[src/rtl/ttc_div.sv]
// ----------------------------------------------------------------------------
// ttc_div
// Restoring divider, one quotient bit per cycle, MSB first.
// Quotient is known to fit in QW bits.
// ----------------------------------------------------------------------------
module ttc_div #(
	parameter int NW = 16,	// dividend width
	parameter int DW = 5,	// divisor width
	parameter int QW = 6	// quotient width
) (
	input  logic          clk,
	input  logic          arst_n,
	input  logic          start,
	input  logic [NW-1:0] dividend,
	input  logic [DW-1:0] divisor,
	output logic          done,
	output logic [QW-1:0] quotient
);

	localparam int BW = (QW > 1) ? $clog2(QW) : 1;
	localparam int XW = NW + QW;

	logic          busy_q;
	logic          done_q;
	logic [BW-1:0] bit_q;
	logic [NW-1:0] rem_q;
	logic [DW-1:0] den_q;
	logic [QW-1:0] quo_q;
	logic [XW-1:0] trial;
	logic          fits;

	assign trial = XW'(den_q) << bit_q;
	assign fits  = XW'(rem_q) >= trial;

	always_ff @(posedge clk or negedge arst_n) begin
		if (!arst_n) begin
			busy_q <= 1'b0;
			done_q <= 1'b0;
		end else if (start) begin
			busy_q <= 1'b1;
			done_q <= 1'b0;
		end else if (busy_q && bit_q == '0) begin
			busy_q <= 1'b0;
			done_q <= 1'b1;
		end
	end

	always_ff @(posedge clk) begin
		if (start) begin
			rem_q <= dividend;
			den_q <= divisor;
			bit_q <= BW'(QW - 1);
			quo_q <= '0;
		end else if (busy_q) begin
			if (fits) begin
				rem_q <= rem_q - trial[NW-1:0];
			end
			quo_q <= {quo_q[QW-2:0], fits};
			bit_q <= bit_q - 1'b1;
		end
	end

	assign done     = done_q;
	assign quotient = quo_q;

endmodule
[config.mk]
export PLATFORM = sky130hd
export DESIGN_NAME = ttc_div
export DESIGN_NICKNAME = d
export VERILOG_FILES = /design/src/rtl/ttc_div.sv
export SDC_FILE = /design/constraint.sdc
export NUM_CORES = 1
export LEC_CHECK = 0
export ABC_AREA = 1
export ABC_CLOCK_PERIOD_IN_PS = 3430
export BUFFER_PORTS_ARGS = -buffer_cell sky130_fd_sc_hd__buf_4
export CAP_MARGIN = 0
export CORE_MARGIN = 8
export CORE_UTILIZATION = 55
export DETAILED_ROUTE_END_ITERATION = 6
export GPL_TIMING_DRIVEN = 0
export PLACE_DENSITY = 0.76
export SYNTH_ARGS = -nofsm -noshare
export SYNTH_HDL_FRONTEND = slang
export SYNTH_SLANG_ARGS = --single-unit
[constraint.sdc]
create_clock -name clk -period 3.43 [get_ports clk]
set_input_delay 0.343 -clock clk [delete_from_list [all_inputs] [get_ports clk]]
set_output_delay 0.343 -clock clk [all_outputs]
set_load 0.1 [all_outputs]
==> Yosys cells after proc, flatten, opt, wreduce, memory -nomap -nowiden <==
Cells that the tools add are included.
{ "word_totals": {"out_inout_bits": 7, "wordCells": 23, "in_bits": 24, "reg_bits": 32} }
{ "classes": {"order_cmp": 1, "n_mux": 7, "reduce_logical": 6, "addsub": 2, "n_shift": 1} }
{ "op_table": {"columns": ["cell", "n"], "rows": [
  ["two-way mux 16 bit", 3],
  ["greater-or-equal comparator 16 x 22 -> 1 bit", 1],
  ["left shift 5 x 3 -> 22 bit", 1],
  ["subtractor 16 bit", 1],
  ["nonzero test 2 bit", 3],
  ["two-way mux 1 bit", 4],
  ["logical NOT 3 bit", 1],
  ["subtractor 3 x 1 -> 3 bit, second input constant", 1],
  ["AND reduction 2 bit", 1],
  ["logical AND 1 bit", 1]
]} }

==> Depth between registers and ports, before layout <==
{ "depth": {"ltp_word": 5, "mapped_depth": 18, "mapped_depth_nobuf": 17} }

==> Worst setup path after synthesis <==
Ideal clock, no wire load.
{ "synth_path": {"path_type": "register to register", "startpoint": "register bit_q[1]", "endpoint": "register rem_q[0], enable pin", "stages_incl_launch_ff": 14, "synth_period_minus_slack_ns": 2.664, "path_slack_ns": 0.766, "setup_ns": 0.362, "t_required_ns": 3.068, "path_buffers": 1, "t_arrival_ns": 2.302, "cell_sequence": "dfxtp_1 > clkbuf_2 > clkinv_1 > nand2_1 > o21ai_1 > or2_2 > ha_1 > or2_1 > nand3b_1 > nand2_2 > nand2_1 > nand3_1 > nand2_1 > nand2_1"} }
{ "synth_between": {"elab_chain_len": 4} }
{ "synth_lines": {"columns": ["item", "line", "rtl"], "rows": [
  ["from (decl)", "25", "logic [BW-1:0] bit_q;"],
  ["from (signal assigned)", "52", "bit_q <= BW'(QW - 1);"],
  ["from (signal assigned)", "59", "bit_q <= bit_q - 1'b1;"],
  ["left shift 5 x 3 -> 22 bit", "32", "assign trial = XW'(den_q) << bit_q;"],
  ["greater-or-equal comparator 16 x 22 -> 1 bit", "33", "assign fits = XW'(rem_q) >= trial;"],
  ["nonzero test 2 bit (no source line)", null, null],
  ["AND reduction 2 bit (no source line)", null, null],
  ["to (signal assigned)", "50", "rem_q <= dividend;"],
  ["to (signal assigned)", "56", "rem_q <= rem_q - trial[NW-1:0];"],
  ["to (decl)", "26", "logic [NW-1:0] rem_q;"]
]} }
No other way between the ends.
A chain may end at the register's enable or synchronous reset.

==> Worst setup path in the final report <==
{ "layout_path": {"startpoint": "register bit_q[1]", "endpoint": "register rem_q[7], enable pin"} }
The elaborated chain is that of the path after synthesis.

==> impl_metrics.yaml <==
place:
  hpwlAfterDp_mm: 3.99
  routabilityCongestion: 0.889
  portBuffers: 30
  dp_cells: 391
  postPlaceCellArea_sq_mm: 0.00250
synth:
  yosys_warnings: 0
  yosys.area.top_type_share: 0.285
  syn-num-nets: 350
  synth_most_common_cell: "nand2_1"
  synth.area.top_cells: "edfxtp_1, nand2_1, dfxtp_1"
  async_flop_share: 0.0625
  synth-seq-cells: 32
  synth_seq_area_share: 0.389
  ys_types: 32
  synth_top_area_cell: "edfxtp_1"
  synth_ff_type: "edfxtp_1"
  ys_top_cells_by_count: "nand2_1, nor2_1, inv_1, nand3_1, o21ai_0"
  synth.avg_cell_area_sq_um: 7.12
  synthCells: 311
  syn-cell-area_sq_mm: 0.00221
  synth_edf_count: 21
cells_and_area:
  n_antenna_cell: 0
  final_util: 0.661
  final_cell_count_no_fill: 400
  drive_above_1_share: 0.134
  syn_to_final_growth_pct: 17.7
  num-fill-cells: 355
  fin_area_sq_mm: 0.00261
  nNetsFinal: 388
worst_hold_path:
  hold_start: "divisor[1]"
  hold_end: "den_q[1]"
  holdPathStages: 1
  hp-class: "primary input to register"
setup_path:
  reg2reg_depth: 13
  cp_common_cell: "nand2_1"
  startpoint: "bit_q[1]"
  critPathMaxStageDelay_ps: 340
  path_max_fanout: 16
  crit_type: "register to register"
  r2r_slack_ps: 480
  cp_cell_sequence: "clkbuf_2 -> clkinv_1 -> nand2_1 -> o21ai_1 -> or2_2 -> ha_1 -> or2_1 -> nand3b_1 -> nand2_2 -> nand2_1 -> nand3_1 -> nand2_1 -> nand2_2"
  timing.rr.end: "rem_q[7]"
  cp_data_required_time_ps: 3380
  slowest_stage: "ha_1"
  cp.arrival_ps: 2910
  end_kind: "register"
  cp_top_family: "simple AND/OR/NAND/NOR gates"
  crit_path_start_kind: "register"
  cp_num_buf_inv: 2
  reg2reg_from: "bit_q[1]"
run_status:
  outcome: "completed"
sta:
  setup_viol: 0
  tns_ps: 0
  hold_viol_final: 0
  fin_skew_ps: 4.65
  drv_slew: 0
  holdWs_ps: 227
  rsz0062_at_grt: "false"
  worst_slew_pin_slew_ps: 527
  clock.fmax_mhz: 339
  finalCritPeriodShare: 0.861
  slew_headroom: 0.648
  min_period_ps: 2950
power_and_ir_drop:
  powerDensity_mw_per_mm2: 805
  leakage_nw: 1.30
  ir_drop_mv: 0.420
drt:
  drtAntennaViolNets: 0
  vias_per_cell: 5.15
  drt_iter0_drc: 75
  num_vias: 2058
  routed_wl_mm: 5.16
  dr.pass1.iters: 4
  remaining_drc_errors: 0
  wl_per_cell_um: 12.9
grt:
  grtUsageTotal: 0.175
  gr-total-overflow: 0
  grt_pass1_vias: 2028
  grt_pass1_wl_mm: 8.84
  antenna_found_initial: 0
  grt_start_max_net_pins: 17
clock_tree:
  cts_tree: "done"
  insertion_delay_ps: 290
  clk_pin_slew_ps: 70
  cts_num_sinks: 32
  post_cts_buffers: 0
  htreeDepth: 2
  cts_max_path_buffers: 2
  clockRootBuffer: "clkbuf_8"
  numCtsBuffers: 5
flow_run:
  drv_cap: 0
floorplanning:
  fp.dieH_um: 79.5
  core.rowCount: 23
  dieArea_sq_mm: 0.00631
  initial_core_util: 0.562
  die_w_um: 79.5
  pin_count: 31
  coreArea_sq_mm: 0.00394
-- per-layer routing --
| layer | vias up | wire length [um] | global-route usage |
|---|---|---|---|
| met5 | - | 0 | 0 |
| met4 | 0 | 50 | 0.0722 |
| met3 | 5 | 262 | 0.0484 |
| met2 | 40 | 2310 | 0.284 |
| met1 | 919 | 2540 | 0.213 |
| li1 | 1094 | - | - |
-- registers in the layout, indices dropped and copies added, names as in the netlist --
name and cells:
bit_q 3, busy_q 1, done 1, den_q 5, quotient 6, rem_q 16
-- cell families (layout without fill, tap and decap cells) --
group                    count (synthesis)  after routing  synth area share
buffers and inverters                   38             77            0.0678
multiplexers                             2              2           0.00904
adder cells (fa/ha/maj)                 15             15            0.0881
flip-flops                              32             32             0.389
XOR/XNOR                                 2              2           0.00791
AO/OA/AOI/OAI                           43             43             0.104
AND/OR/NAND/NOR                        179            179             0.334
-- through the flow --
| stage | power (mW) | setup slack (ps) |
|---|---|---|
| 2_1_floorplan | 1.51 | 766 |
| 5_1_grt | 2.29 | 159 |
| 3_3_place_gp | 1.74 | 293 |
| 4_1_cts | 2.09 | 238 |
| 3_5_place_dp | 1.78 | 267 |
| 6_report | 2.10 | 478 |
-- cell type report --
class	instances	area [sq um]	share of cell area
Buffer	8	37.5	0.0144
Clock buffer	7	86.3	0.0331
Clock inverter	1	6.26	0.00240
Inverter	30	113	0.0432
Multi-Input combinational cell	241	1210	0.463
Sequential cell	32	861	0.330
Tap cell	50	62.6	0.0240
Timing Repair Buffer	31	235	0.0902
-- placed cells by master (no fill, tap or decap), drive strengths merged, types with 2 or more instances in the layout --
master | synthesis | layout
a21oi | 15 | 15
buf | 3 | 33
clkbuf | 5 | 12
dfrtp | 2 | 2
dfxtp | 9 | 9
edfxtp | 21 | 21
ha | 14 | 14
inv | 29 | 30
mux2i | 2 | 2
nand2 | 109 | 109
nand3 | 25 | 25
nand3b | 2 | 2
nand4 | 3 | 3
nor2 | 32 | 32
nor3 | 2 | 2
o21ai | 25 | 25
or2 | 4 | 4
-- worst max path at each step --
stage	to	slack (ps)	depth (start not counted)
finish	rem_q[7]	480	13
global route	rem_q[14]	160	13
CTS	rem_q[14]	240	13
detailed placement	rem_q[0]	270	13
global placement	rem_q[0]	290	13
floorplan	rem_q[0]	770	13
-- where the power goes --
group | internal, mW | switching (mW)
Clock | 0.164 | 0.145
Combinational | 0.419 | 0.762
Sequential | 0.548 | 0.0607
Total | 1.13 | 0.968
-- repair_timing --
item | 4_1_cts | 5_1_grt
endpoints found under the setup margin | 0 | 16
hold buffers | 1 | 0
resized for setup | 0 | 1
endpoints found under the hold margin | 2 | 0
Power figures use the tool's default switching activity.
